$ cat src/hw/rtl/gssp_pkg.sv
package gssp_pkg;

   localparam int E_W = 9;
   localparam int X_W = 8;
   localparam int Q8_W = 17;
   localparam int TOT_W = 34;
   localparam int OPA_W = 32;
   localparam int OPB_W = 18;
   localparam int PROD_W = OPA_W + OPB_W;
   localparam int DVS_W = 12;
   localparam int CNT_W = 6;
   localparam int MUL_STEPS = OPB_W;
   localparam int DIV_STEPS = OPA_W;
   localparam int FRAC_BITS = 8;
   localparam int HISTORY_DEPTH_DEF = 5;

   localparam int CUBE_DIV = 2744;
   localparam int KA_CUBE_DIV = 1000;
   localparam int ANGLE_SCALE = 100;
   localparam int KP_OFFSET_Q8 = 30 * 256;
   localparam int KP_MIN_Q8 = 50 * 256;
   localparam int KP_MAX_Q8 = 450 * 256;
   localparam int KA_BASE_Q8 = 250 * 256;
   localparam int KA_MIN_Q8 = 150 * 256;
   localparam int KA_MAX_Q8 = 350 * 256;
   localparam int INT_THRESHOLD = 50;
   localparam int LOST_TICK_LIMIT = 50;
   localparam int LIMIT_LOST_EARLY = 10000;
   localparam int LIMIT_LOST = 9000;
   localparam int LIMIT_NOJUDGE = 8000;

   typedef enum logic [2:0] {
      CSR_GAIN_MODE        = 3'd0,
      CSR_ERROR_LIMIT      = 3'd1,
      CSR_INTEGRAL_LIMIT   = 3'd2,
      CSR_INTEGRAL_GAIN    = 3'd3,
      CSR_NORMAL_OUT_LIMIT = 3'd4
   } csr_index_type;

   typedef struct packed {
      logic             start;
      logic             is_div;
      logic [OPA_W-1:0] a;
      logic [OPB_W-1:0] b;
   } unit_op_type;

   typedef struct packed {
      logic              done;
      logic [PROD_W-1:0] prod;
      logic [OPA_W-1:0]  quot;
      logic              rem_nz;
   } unit_res_type;

   typedef struct packed {
      logic [8:0] kp;
      logic [7:0] kd;
      logic [8:0] ka;
   } gain_type;

   function automatic gain_type step_gain(input logic [X_W-1:0] x);
      gain_type g;
      if (x <= X_W'(30)) begin
         g = '{kp: 9'd50, kd: 8'd100, ka: 9'd300};
      end else if (x <= X_W'(50)) begin
         g = '{kp: 9'd100, kd: 8'd100, ka: 9'd250};
      end else if (x <= X_W'(80)) begin
         g = '{kp: 9'd275, kd: 8'd50, ka: 9'd275};
      end else if (x <= X_W'(100)) begin
         g = '{kp: 9'd320, kd: 8'd50, ka: 9'd250};
      end else begin
         g = '{kp: 9'd450, kd: 8'd150, ka: 9'd150};
      end
      return g;
   endfunction

   function automatic logic [TOT_W-1:0] floor_signed(input logic [OPA_W-1:0] q,
                                                     input logic rem_nz, input logic neg);
      logic [TOT_W-1:0] ext;
      ext = TOT_W'(q);
      return neg ? (TOT_W'(0) - ext - TOT_W'(rem_nz)) : ext;
   endfunction

   function automatic logic [TOT_W-1:0] signed_term(input logic [TOT_W-1:0] mag,
                                                    input logic neg);
      return neg ? (TOT_W'(0) - mag) : mag;
   endfunction

endpackage

$ cat src/hw/rtl/gssp_serial_unit.sv
module gssp_serial_unit import gssp_pkg::*; (
   input  logic         clock,
   input  logic         reset,
   input  unit_op_type  op,
   output unit_res_type res
);

   logic              busy_ff, busy_in;
   logic              is_div_ff, is_div_in;
   logic              done_ff, done_in;
   logic [CNT_W-1:0]  cnt_ff, cnt_in;
   logic [OPA_W-1:0]  a_ff, a_in;
   logic [DVS_W-1:0]  dvs_ff, dvs_in;
   logic [PROD_W-1:0] acc_ff, acc_in;
   logic [DVS_W-1:0]  rem_ff, rem_in;
   logic [OPA_W-1:0]  quo_ff, quo_in;
   logic [OPA_W:0]    mul_sum;
   logic [DVS_W:0]    trial;
   logic              ge;

   always_comb begin
      mul_sum = {1'b0, acc_ff[PROD_W-1:OPB_W]} + (acc_ff[0] ? {1'b0, a_ff} : '0);
      trial = {rem_ff, quo_ff[OPA_W-1]};
      ge = trial >= {1'b0, dvs_ff};
      busy_in = busy_ff;
      is_div_in = is_div_ff;
      done_in = 1'b0;
      cnt_in = cnt_ff;
      a_in = a_ff;
      dvs_in = dvs_ff;
      acc_in = acc_ff;
      rem_in = rem_ff;
      quo_in = quo_ff;
      if (op.start) begin
         busy_in = 1'b1;
         is_div_in = op.is_div;
         cnt_in = op.is_div ? CNT_W'(DIV_STEPS - 1) : CNT_W'(MUL_STEPS - 1);
         a_in = op.a;
         dvs_in = op.b[DVS_W-1:0];
         acc_in = {OPA_W'(0), op.b};
         rem_in = '0;
         quo_in = op.a;
      end else if (busy_ff) begin
         if (is_div_ff) begin
            rem_in = ge ? DVS_W'(trial - {1'b0, dvs_ff}) : trial[DVS_W-1:0];
            quo_in = {quo_ff[OPA_W-2:0], ge};
         end else begin
            acc_in = {mul_sum, acc_ff[OPB_W-1:1]};
         end
         if (cnt_ff == '0) begin
            busy_in = 1'b0;
            done_in = 1'b1;
         end else begin
            cnt_in = cnt_ff - 1'b1;
         end
      end
   end

   always_ff @(posedge clock) begin
      if (reset) begin
         busy_ff <= 1'b0;
         done_ff <= 1'b0;
      end else begin
         busy_ff <= busy_in;
         done_ff <= done_in;
      end
      is_div_ff <= is_div_in;
      cnt_ff <= cnt_in;
      a_ff <= a_in;
      dvs_ff <= dvs_in;
      acc_ff <= acc_in;
      rem_ff <= rem_in;
      quo_ff <= quo_in;
   end

   assign res.done = done_ff;
   assign res.prod = acc_ff;
   assign res.quot = quo_ff;
   assign res.rem_nz = |rem_ff;

endmodule

$ cat src/hw/rtl/gain_scheduled_steering_pid.sv
// Gain-scheduled steering PID with gyro damping. One word in gives one drive word out.
// All products and quotients but the final shift by FRAC_BITS go through one
// shared bit-serial unit: eight multiplies and four divides, one at a time.
// req_stall stays high from acceptance until the result is loaded into the
// output register; the next word may enter while that result still waits.
// The user must write configuration only while idle; the block does not enforce it.
module gain_scheduled_steering_pid import gssp_pkg::*; #(
   parameter int HISTORY_DEPTH = HISTORY_DEPTH_DEF
) (
   input  logic               clock,
   input  logic               reset,
   input  logic               req_valid,
   output logic               req_stall,
   input  logic signed [10:0] req_target,
   input  logic signed [15:0] req_position,
   input  logic signed [15:0] req_gyro_rate,
   input  logic               req_line_lost,
   input  logic        [15:0] req_lost_ticks,
   input  logic        [7:0]  req_recovery_count,
   input  logic               req_no_judge,
   output logic               rsp_valid,
   input  logic               rsp_stall,
   output logic signed [15:0] rsp_drive,
   input  logic               csr_write_enable,
   input  logic        [2:0]  csr_index,
   input  logic        [14:0] csr_write_data
);

   localparam int HSUM_W = E_W + $clog2(HISTORY_DEPTH);
   localparam int DM_W = E_W + FRAC_BITS + 2;

   typedef enum logic [4:0] {
      ST_IDLE   = 5'b00001,
      ST_LAUNCH = 5'b00010,
      ST_WAIT   = 5'b00100,
      ST_SEL    = 5'b01000,
      ST_FIN    = 5'b10000
   } state_type;

   typedef enum logic [3:0] {
      SP_KP_SQ, SP_KP_CUBE, SP_KP_DIV, SP_KA_SQ, SP_KA_CUBE, SP_KA_DIV,
      SP_G_MUL, SP_G_DIV, SP_P_MUL, SP_I_MUL, SP_M_DIV, SP_D_MUL
   } step_type;

   state_type state_ff, state_in;
   step_type  step_ff, step_in;

   logic        gain_mode_ff, gain_mode_in;
   logic [7:0]  error_limit_ff, error_limit_in;
   logic [9:0]  integral_limit_ff, integral_limit_in;
   logic [9:0]  integral_gain_ff, integral_gain_in;
   logic [14:0] normal_out_limit_ff, normal_out_limit_in;

   logic [E_W-1:0]   e_ff, e_in;
   logic [X_W-1:0]   x_ff, x_in;
   logic [15:0]      gyro_ff, gyro_in;
   logic             lost_ff, lost_in;
   logic [15:0]      ticks_ff, ticks_in;
   logic [7:0]       rec_ff, rec_in;
   logic             nj_ff, nj_in;
   logic [OPA_W-1:0] tmp_ff, tmp_in;
   logic [Q8_W-1:0]  kp_cubic_ff, kp_cubic_in;
   logic [Q8_W-1:0]  ka_cubic_ff, ka_cubic_in;
   logic [Q8_W-1:0]  kp_ff, kp_in;
   logic [Q8_W-1:0]  ka_ff, ka_in;
   logic [7:0]       held_kd_ff, held_kd_in;
   logic [14:0]      lim_ff, lim_in;
   logic [10:0]      integ_ff, integ_in;
   logic [E_W-1:0]   hist_ff [HISTORY_DEPTH];
   logic [E_W-1:0]   hist_in [HISTORY_DEPTH];
   logic [HSUM_W-1:0] hsum_ff, hsum_in;
   logic [DM_W-1:0]  mean_ff, mean_in;
   logic [TOT_W-1:0] total_ff, total_in;
   logic             rsp_valid_ff, rsp_valid_in;
   logic [15:0]      drive_ff, drive_in;

   unit_op_type  op;
   unit_res_type res;

   logic [16:0]       diff, elim17;
   logic [8:0]        d9, d_neg9;
   logic              d_neg;
   logic [7:0]        d_mag;
   logic [16:0]       g_neg17;
   logic [15:0]       g_mag;
   logic [10:0]       i_neg11;
   logic [9:0]        i_mag;
   logic [HSUM_W-1:0] hs_neg;
   logic [HSUM_W-1:0] hs_mag;
   logic [DM_W-1:0]   dm;
   logic [DM_W-1:0]   dm_neg;
   logic [OPB_W-1:0]  dm_mag;
   logic [TOT_W-1:0]  raw;
   gain_type          tbl;
   logic [Q8_W-1:0]   kp_sel, ka_sel;
   logic [7:0]        kd_sel;
   logic [14:0]       lim_sel;
   logic [11:0]       isum, ilim12;
   logic [TOT_W-1:0]  tq;
   logic [TOT_W-1:0]  lim_t;

   gssp_serial_unit u_unit (
      .clock(clock),
      .reset(reset),
      .op(op),
      .res(res)
   );

   always_comb begin
      diff = {{6{req_target[10]}}, req_target} - {req_position[15], req_position};
      elim17 = {9'd0, error_limit_ff};
      d9 = 9'd50 - {1'b0, x_ff};
      d_neg = d9[8];
      d_neg9 = 9'd0 - d9;
      d_mag = d_neg ? d_neg9[7:0] : d9[7:0];
      g_neg17 = 17'd0 - {gyro_ff[15], gyro_ff};
      g_mag = gyro_ff[15] ? g_neg17[15:0] : gyro_ff;
      i_neg11 = 11'd0 - integ_ff;
      i_mag = integ_ff[10] ? i_neg11[9:0] : integ_ff[9:0];
      hs_neg = HSUM_W'(0) - hsum_ff;
      hs_mag = hsum_ff[HSUM_W-1] ? hs_neg : hsum_ff;
      dm = {{2{e_ff[E_W-1]}}, e_ff, 8'h00} - mean_ff;
      dm_neg = DM_W'(0) - dm;
      dm_mag = dm[DM_W-1] ? OPB_W'(dm_neg) : OPB_W'(dm);
   end

   always_comb begin
      op.start = state_ff == ST_LAUNCH;
      op.is_div = 1'b0;
      op.a = '0;
      op.b = '0;
      unique case (step_ff)
         SP_KP_SQ: begin
            op.a = OPA_W'(x_ff);
            op.b = OPB_W'(x_ff);
         end
         SP_KP_CUBE: begin
            op.a = OPA_W'(tmp_ff[15:0]);
            op.b = OPB_W'(x_ff);
         end
         SP_KP_DIV: begin
            op.is_div = 1'b1;
            op.a = {tmp_ff[23:0], 8'h00};
            op.b = OPB_W'(CUBE_DIV);
         end
         SP_KA_SQ: begin
            op.a = OPA_W'(d_mag);
            op.b = OPB_W'(d_mag);
         end
         SP_KA_CUBE: begin
            op.a = OPA_W'(tmp_ff[15:0]);
            op.b = OPB_W'(d_mag);
         end
         SP_KA_DIV: begin
            op.is_div = 1'b1;
            op.a = {tmp_ff[23:0], 8'h00};
            op.b = OPB_W'(KA_CUBE_DIV);
         end
         SP_G_MUL: begin
            op.a = OPA_W'(ka_ff);
            op.b = OPB_W'(g_mag);
         end
         SP_G_DIV: begin
            op.is_div = 1'b1;
            op.a = tmp_ff;
            op.b = OPB_W'(ANGLE_SCALE);
         end
         SP_P_MUL: begin
            op.a = OPA_W'(kp_ff);
            op.b = OPB_W'(x_ff);
         end
         SP_I_MUL: begin
            op.a = OPA_W'(integral_gain_ff);
            op.b = OPB_W'(i_mag);
         end
         SP_M_DIV: begin
            op.is_div = 1'b1;
            op.a = OPA_W'({hs_mag, 8'h00});
            op.b = OPB_W'(HISTORY_DEPTH);
         end
         SP_D_MUL: begin
            op.a = OPA_W'(held_kd_ff);
            op.b = dm_mag;
         end
         default: begin
            op.a = '0;
         end
      endcase
   end

   always_comb begin
      tbl = step_gain(x_ff);
      if (gain_mode_ff) begin
         kp_sel = {tbl.kp, 8'h00};
         ka_sel = {tbl.ka, 8'h00};
         kd_sel = tbl.kd;
      end else begin
         kp_sel = kp_cubic_ff;
         ka_sel = ka_cubic_ff;
         kd_sel = held_kd_ff;
      end
      priority if (lost_ff && rec_ff == 8'd0) begin
         if (ticks_ff <= 16'(LOST_TICK_LIMIT)) begin
            lim_sel = 15'(LIMIT_LOST_EARLY);
            kp_sel = Q8_W'(500 * 256);
            kd_sel = 8'd200;
            ka_sel = Q8_W'(150 * 256);
         end else begin
            lim_sel = 15'(LIMIT_LOST);
            kp_sel = Q8_W'(400 * 256);
            kd_sel = 8'd100;
            ka_sel = Q8_W'(275 * 256);
         end
      end else if (lost_ff) begin
         lim_sel = 15'(LIMIT_LOST);
         kp_sel = Q8_W'(350 * 256);
         kd_sel = 8'd100;
         ka_sel = Q8_W'(275 * 256);
      end else if (nj_ff) begin
         lim_sel = 15'(LIMIT_NOJUDGE);
         kp_sel = Q8_W'(300 * 256);
         kd_sel = 8'd100;
         ka_sel = Q8_W'(275 * 256);
      end else begin
         lim_sel = normal_out_limit_ff;
      end
      isum = {integ_ff[10], integ_ff} + {{3{e_ff[E_W-1]}}, e_ff};
      ilim12 = {2'b00, integral_limit_ff};
      tq = TOT_W'($signed(total_ff) >>> FRAC_BITS);
      if (total_ff[TOT_W-1] && (total_ff[7:0] != 8'h00)) begin
         tq = tq + 1'b1;
      end
      lim_t = TOT_W'(lim_ff);
   end

   always_comb begin
      state_in = state_ff;
      step_in = step_ff;
      gain_mode_in = gain_mode_ff;
      error_limit_in = error_limit_ff;
      integral_limit_in = integral_limit_ff;
      integral_gain_in = integral_gain_ff;
      normal_out_limit_in = normal_out_limit_ff;
      e_in = e_ff;
      x_in = x_ff;
      gyro_in = gyro_ff;
      lost_in = lost_ff;
      ticks_in = ticks_ff;
      rec_in = rec_ff;
      nj_in = nj_ff;
      tmp_in = tmp_ff;
      kp_cubic_in = kp_cubic_ff;
      ka_cubic_in = ka_cubic_ff;
      kp_in = kp_ff;
      ka_in = ka_ff;
      held_kd_in = held_kd_ff;
      lim_in = lim_ff;
      integ_in = integ_ff;
      hist_in = hist_ff;
      hsum_in = hsum_ff;
      mean_in = mean_ff;
      total_in = total_ff;
      drive_in = drive_ff;
      raw = '0;
      rsp_valid_in = rsp_valid_ff && rsp_stall;

      if (csr_write_enable) begin
         case (csr_index_type'(csr_index))
            CSR_GAIN_MODE:        gain_mode_in = csr_write_data[0];
            CSR_ERROR_LIMIT:      error_limit_in = csr_write_data[7:0];
            CSR_INTEGRAL_LIMIT:   integral_limit_in = csr_write_data[9:0];
            CSR_INTEGRAL_GAIN:    integral_gain_in = csr_write_data[9:0];
            CSR_NORMAL_OUT_LIMIT: normal_out_limit_in = csr_write_data;
            default: ;
         endcase
      end

      unique case (state_ff)
         ST_IDLE: begin
            if (req_valid) begin
               if ($signed(diff) > $signed(elim17)) begin
                  e_in = elim17[E_W-1:0];
               end else if ($signed(diff) < -$signed(elim17)) begin
                  e_in = E_W'(17'd0 - elim17);
               end else begin
                  e_in = diff[E_W-1:0];
               end
               x_in = e_in[E_W-1] ? X_W'(E_W'(0) - e_in) : e_in[X_W-1:0];
               gyro_in = req_gyro_rate;
               lost_in = req_line_lost;
               ticks_in = req_lost_ticks;
               rec_in = req_recovery_count;
               nj_in = req_no_judge;
               total_in = '0;
               step_in = SP_KP_SQ;
               state_in = ST_LAUNCH;
            end
         end
         ST_LAUNCH: begin
            state_in = ST_WAIT;
         end
         ST_WAIT: begin
            if (res.done) begin
               state_in = ST_LAUNCH;
               step_in = step_type'(step_ff + 1'b1);
               unique case (step_ff)
                  SP_KP_DIV: begin
                     raw = TOT_W'(res.quot) + TOT_W'(KP_OFFSET_Q8);
                     if (raw < TOT_W'(KP_MIN_Q8)) begin
                        kp_cubic_in = Q8_W'(KP_MIN_Q8);
                     end else if (raw > TOT_W'(KP_MAX_Q8)) begin
                        kp_cubic_in = Q8_W'(KP_MAX_Q8);
                     end else begin
                        kp_cubic_in = raw[Q8_W-1:0];
                     end
                  end
                  SP_KA_DIV: begin
                     raw = floor_signed(res.quot, res.rem_nz, d_neg) + TOT_W'(KA_BASE_Q8);
                     if ($signed(raw) < $signed(TOT_W'(KA_MIN_Q8))) begin
                        ka_cubic_in = Q8_W'(KA_MIN_Q8);
                     end else if ($signed(raw) > $signed(TOT_W'(KA_MAX_Q8))) begin
                        ka_cubic_in = Q8_W'(KA_MAX_Q8);
                     end else begin
                        ka_cubic_in = raw[Q8_W-1:0];
                     end
                     state_in = ST_SEL;
                     step_in = step_ff;
                  end
                  SP_G_DIV: begin
                     total_in = total_ff - floor_signed(res.quot, res.rem_nz, gyro_ff[15]);
                  end
                  SP_P_MUL: begin
                     total_in = total_ff + signed_term(TOT_W'(res.prod), e_ff[E_W-1]);
                  end
                  SP_I_MUL: begin
                     total_in = total_ff
                              + signed_term(TOT_W'(res.prod) << FRAC_BITS, integ_ff[10]);
                  end
                  SP_M_DIV: begin
                     mean_in = DM_W'(floor_signed(res.quot, res.rem_nz,
                                                  hsum_ff[HSUM_W-1]));
                  end
                  SP_D_MUL: begin
                     total_in = total_ff + signed_term(TOT_W'(res.prod), dm[DM_W-1]);
                     state_in = ST_FIN;
                     step_in = step_ff;
                  end
                  default: begin
                     tmp_in = res.prod[OPA_W-1:0];
                  end
               endcase
            end
         end
         ST_SEL: begin
            kp_in = kp_sel;
            ka_in = ka_sel;
            held_kd_in = kd_sel;
            lim_in = lim_sel;
            if (x_ff >= X_W'(INT_THRESHOLD)) begin
               if ($signed(isum) > $signed(ilim12)) begin
                  integ_in = ilim12[10:0];
               end else if ($signed(isum) < -$signed(ilim12)) begin
                  integ_in = 11'(12'd0 - ilim12);
               end else begin
                  integ_in = isum[10:0];
               end
            end else begin
               integ_in = '0;
            end
            step_in = SP_G_MUL;
            state_in = ST_LAUNCH;
         end
         ST_FIN: begin
            if (!rsp_valid_ff || !rsp_stall) begin
               if ($signed(tq) > $signed(lim_t)) begin
                  drive_in = lim_t[15:0];
               end else if ($signed(tq) < -$signed(lim_t)) begin
                  drive_in = 16'(TOT_W'(0) - lim_t);
               end else begin
                  drive_in = tq[15:0];
               end
               rsp_valid_in = 1'b1;
               hist_in[0] = e_ff;
               for (int i = 1; i < HISTORY_DEPTH; i++) begin
                  hist_in[i] = hist_ff[i-1];
               end
               hsum_in = hsum_ff + HSUM_W'($signed(e_ff))
                       - HSUM_W'($signed(hist_ff[HISTORY_DEPTH-1]));
               state_in = ST_IDLE;
            end
         end
         default: begin
            state_in = ST_IDLE;
         end
      endcase
   end

   always_ff @(posedge clock) begin
      if (reset) begin
         state_ff <= ST_IDLE;
         step_ff <= SP_KP_SQ;
         gain_mode_ff <= 1'b0;
         error_limit_ff <= 8'd100;
         integral_limit_ff <= 10'd10;
         integral_gain_ff <= 10'd10;
         normal_out_limit_ff <= 15'd8000;
         held_kd_ff <= '0;
         integ_ff <= '0;
         hsum_ff <= '0;
         for (int i = 0; i < HISTORY_DEPTH; i++) begin
            hist_ff[i] <= '0;
         end
         rsp_valid_ff <= 1'b0;
      end else begin
         state_ff <= state_in;
         step_ff <= step_in;
         gain_mode_ff <= gain_mode_in;
         error_limit_ff <= error_limit_in;
         integral_limit_ff <= integral_limit_in;
         integral_gain_ff <= integral_gain_in;
         normal_out_limit_ff <= normal_out_limit_in;
         held_kd_ff <= held_kd_in;
         integ_ff <= integ_in;
         hsum_ff <= hsum_in;
         hist_ff <= hist_in;
         rsp_valid_ff <= rsp_valid_in;
      end
      e_ff <= e_in;
      x_ff <= x_in;
      gyro_ff <= gyro_in;
      lost_ff <= lost_in;
      ticks_ff <= ticks_in;
      rec_ff <= rec_in;
      nj_ff <= nj_in;
      tmp_ff <= tmp_in;
      kp_cubic_ff <= kp_cubic_in;
      ka_cubic_ff <= ka_cubic_in;
      kp_ff <= kp_in;
      ka_ff <= ka_in;
      lim_ff <= lim_in;
      mean_ff <= mean_in;
      total_ff <= total_in;
      drive_ff <= drive_in;
   end

   assign req_stall = state_ff != ST_IDLE;
   assign rsp_valid = rsp_valid_ff;
   assign rsp_drive = drive_ff;

   a_done_in_wait: assert property (@(posedge clock) disable iff (reset)
      res.done |-> state_ff == ST_WAIT)
      else $error("serial unit finished outside of wait");

   a_rsp_from_fin: assert property (@(posedge clock) disable iff (reset)
      $rose(rsp_valid_ff) |-> $past(state_ff == ST_FIN))
      else $error("result word raised outside of finish");

   a_drive_symmetric: assert property (@(posedge clock) disable iff (reset)
      rsp_valid_ff |-> drive_ff != 16'h8000)
      else $error("drive outside symmetric range");

   a_sel_after_ka: assert property (@(posedge clock) disable iff (reset)
      state_ff == ST_SEL |-> step_ff == SP_KA_DIV)
      else $error("gain select reached out of sequence");

endmodule
$ cat config.mk
export PLATFORM = sky130hd
export DESIGN_NAME = gain_scheduled_steering_pid
export DESIGN_NICKNAME = d
export VERILOG_FILES = /design/src/hw/rtl/gssp_pkg.sv /design/src/hw/rtl/gssp_serial_unit.sv /design/src/hw/rtl/gain_scheduled_steering_pid.sv
export SDC_FILE = /design/constraint.sdc
export NUM_CORES = 2
export LEC_CHECK = 0
export ABC_CLOCK_PERIOD_IN_PS = 16200
export BUFFER_PORTS_ARGS = -buffer_cell sky130_fd_sc_hd__buf_2
export CAP_MARGIN = 20
export CORE_MARGIN = 2
export CORE_UTILIZATION = 38
export CTS_CLUSTER_DIAMETER = 100
export DETAILED_ROUTE_END_ITERATION = 8
export PLACE_DENSITY = 0.5
export SLEW_MARGIN = 20
export SYNTH_ARGS = -nofsm -noshare
export SYNTH_HDL_FRONTEND = slang
export SYNTH_SLANG_ARGS = --single-unit
$ cat constraint.sdc
create_clock -name clock -period 16.2 [get_ports clock]
set_input_delay 0.81 -clock clock [delete_from_list [all_inputs] [get_ports clock]]
set_output_delay 0.81 -clock clock [all_outputs]
set_load 0.01 [all_outputs]
==> impl_metrics.ini <==
[detailed_routing]
wl_met3_um = 7274
wl_per_cell_um = 21.89
via_per_inst = 5.615
wl_met2_um = 61190
highest_layer = met4
drt-initial-drc-count = 2992
wirelength_um = 130900
vias = 33580
drc_errors = 0
drt.antenna.violating_nets = 0
wl_met1_um = 58760
dr.pass1.iters = 8

[sta]
fin_crit_sh = 0.5385
drv_slew = 0
setup_viol = 0
finalHoldViolCount = 0
tns_ns = 0
holdWs_ns = 0.3268
fin_worst_skew_ns = 0.03673
clock.fmax_mhz = 114.6
fin_crit_ns = 8.724
slew_headroom = 0.2587
worst_pin_slew_ns = 1.112
rsz0062_at_grt = no

[global_routing]
grt_start_max_net_pins = 84
grt_usage = 0.2446
grt_antenna_before_repair = 5
grt_pass1_wl_um = 196000
grt-ovfl-total = 0
first_global_vias = 31670

[clocking]
postCtsHoldBufs = 0
cts_tree = built
cts.clk_slew.worst_paths_ns = 0.06
cts_buffer_depth = 3
clock_sinks = 517
post_cts_buffers = 0
insertion_delay_ns = 0.67
cts_root_buf = clkbuf_16
h-tree-depth = 2
cts_buffers = 60
cts_resized = 0

[yosys]
synthTopCellsByArea = edfxtp_1 27%, dfxtp_1 9.0%, ha_1 8.1%, nand2_1 6.8%, xnor2_1 5.8%
yosys_warnings = 0
post-synth-top-area-fraction = 0.2656
synth_xor_area_frac = 0.09494
synth_top_family_by_area = simple AND/OR/NAND/NOR gates
synthMuxAreaShare = 0.01659
syn_area_um2 = 38770
synth.avg_cell_area_um2 = 8.484
synth_nets = 4930
synth_cell_types = 103
synth_compound_area_frac = 0.1816
synth-edff-count = 343
ys_seq_elements = 517
seq_area_frac_synth = 0.3555
synthSimpleGateAreaFrac = 0.2159
synthesis.instances = 4570
async_flop_share = 0
synthAdderAreaFrac = 0.08958
yosys.area.top_type = edfxtp_1
ys.flop_type = edfxtp_1

[critical_path]
cp_data_arrival_time_ns = 9.10
critical_path_buf_inv_count = 1
end_kind = flip-flop
crit_family = compound AO/OA/AOI/OAI gates
crit_type = flip-flop to flip-flop
cp.required_ns = 16.58
cp_slowest_cell = nor3_1
critical_path.max_stage_delay_ns = 0.67
crit_path_max_fanout = 12
setup.worst_path.start_class = flip-flop

[power_and_ir_drop]
p_per_area_nw_per_um2 = 144.7
p_int_uw = 3589
p_seq_frac = 0.314
vdd_drop_max_uv = 101.4
comb_power_share = 0.449
swShare = 0.4203
p_leak_uw = 0.01648
clockPowerShare = 0.238
p_sw_uw = 2602

[flow_run]
maxCapViolCount = 0

[die]
fp.dieArea_um2 = 104600
initial_core_util = 0.3822
dieWidth_um = 323.4
fp.dieH_um = 323.4
fp-row-count = 117
core_area_um2 = 101400
pin_count = 110

[outcome]
status = complete, no violations

[layout]
fillers = 10310
layout-drive-gt1-share = 0.07958
diodes = 0
final_cells = 5980
layout.nets = 4920
syn2layout_area_growth_pct = 10.35

[placed_design]
place_inst = 5866
dp_hpwl_um = 100400
place_congestion = 0.9064
numPortBuffers = 109

[worst_hold_path]
hold_path.class = input pin to flip-flop
==> path summary, 6_finish.rpt <==
| kind | startpoint | end | slack, ns | depth (start not counted) |
|---|---|---|---|---|
| setup / recovery | u_unit.quo_ff[0]$_DFFE_PP_ | total_ff[33]$_SDFFCE_PN0P_ | 7.48 | 29 |
| hold / removal | req_gyro_rate[2] | gyro_ff[2]$_DFFE_PP_ | 0.33 | 1 |
| setup reg to reg | u_unit.quo_ff[0]$_DFFE_PP_ | total_ff[33]$_SDFFCE_PN0P_ | 7.48 | 29 |
| hold reg to reg | normal_out_limit_ff[14]$_SDFFE_PP0P_ | normal_out_limit_ff[14]$_SDFFE_PP0P_ | 0.45 | 2 |
==> registers in the layout (all words and copies together) (netlist names), 9 cells and up <==
register,flops
normal_out_limit_ff,15
integ_ff,11
kp_cubic_ff,17
u_unit.dvs_ff,12
kp_ff,17
hsum_ff,12
ka_cubic_ff,17
integral_gain_ff,10
u_unit.rem_ff,12
mean_ff,19
u_unit.a_ff,32
u_unit.quo_ff,32
rsp_drive,16
lim_ff,15
e_ff,9
gyro_ff,16
hist_ff,45
ticks_ff,16
tmp_ff,32
u_unit.acc_ff,50
ka_ff,17
integral_limit_ff,10
total_ff,34
==> cells in the final DEF, fill, tap and decap left out, types with 36 or more instances in the layout <==
cell type / Yosys / final
nor4_1: 44 / 43
nand2b_1: 57 / 56
o21a_1: 49 / 49
inv_1: 222 / 219
o31ai_1: 36 / 36
buf_2: 11 / 108
a21oi_1: 352 / 351
nand3_1: 99 / 99
nand2_1: 698 / 698
buf_4: 1 / 57
a21o_1: 57 / 57
nor2b_1: 45 / 44
nand4_1: 59 / 59
o21ai_0: 225 / 225
clkbuf_16: 0 / 62
mux2i_1: 46 / 46
nor2_1: 333 / 330
edfxtp_1: 343 / 343
xor2_1: 150 / 149
and2_1: 79 / 79
and3_1: 58 / 58
ha_1: 252 / 252
or3_1: 57 / 57
dfxtp_1: 174 / 174
xnor2_1: 258 / 258
nor3_1: 120 / 118
==> metal layers <==
layer  vias to the layer above  GRT usage
met2                       921     0.4078
met5                         -          0
met1                     16140     0.3330
met3                       147    0.02811
met4                         0    0.06997
li1                      16370          -
==> power groups by stage <==
stage          combinational, µW  sequential (µW)  clock, µW
6_report                    2780             1940       1470
2_1_floorplan               2060             1800          0
5_1_grt                     3070             1970       1550
4_1_cts                     2770             1940       1500
3_3_place_gp                2750             1970          0
3_5_place_dp                2750             1970          0
==> area by class of cell <==
| class | count | area [µm²] | share of cell area |
|---|---|---|---|
| Clock inverter | 38 | 471.7 | 0.01102 |
| Tap cell | 1368 | 1712 | 0.04000 |
| Timing Repair Buffer | 165 | 968.4 | 0.02263 |
| Clock buffer | 76 | 1664 | 0.03889 |
| Multi-Input combinational cell | 3588 | 23330 | 0.5453 |
| Sequential cell | 517 | 13780 | 0.3221 |
| Inverter | 228 | 858.3 | 0.02006 |
==> cell usage after synthesis (36+ instances only) <==
cell type	instances
o21a_1	49
and2_1	79
nand2_1	698
a21oi_1	352
edfxtp_1	343
nor3_1	120
and3_1	58
or3_1	57
dfxtp_1	174
nand3_1	99
xor2_1	150
o31ai_1	36
clkbuf_1	195
ha_1	252
o21ai_0	225
nor4_1	44
mux2i_1	46
nor2_1	333
a21o_1	57
nor2b_1	45
inv_1	222
nand4_1	59
xnor2_1	258
nand2b_1	57
==> cell families after synthesis <==
logic type	after synthesis
and+or+nand+nor	1754
AOI/OAI and AO/OA	1091
DFF	517
buffers and inverters	465
xor gates and xnor gates	413
adders and majority gates	268
muxes	62
==> per-stage QoR <==
stage	utilization	instance area [µm²]	setup WS, ns	total power [µW]
after floorplan	-	38770	8.951	3862
after global placement	0.4006	40640	7.671	4714
after detailed placement	0.4006	40640	7.522	4719
after CTS	0.4217	42780	7.478	6213
after global routing	0.4218	42790	6.681	6591
final	0.4218	42790	7.476	6191
Power figures use the tool's default switching activity.
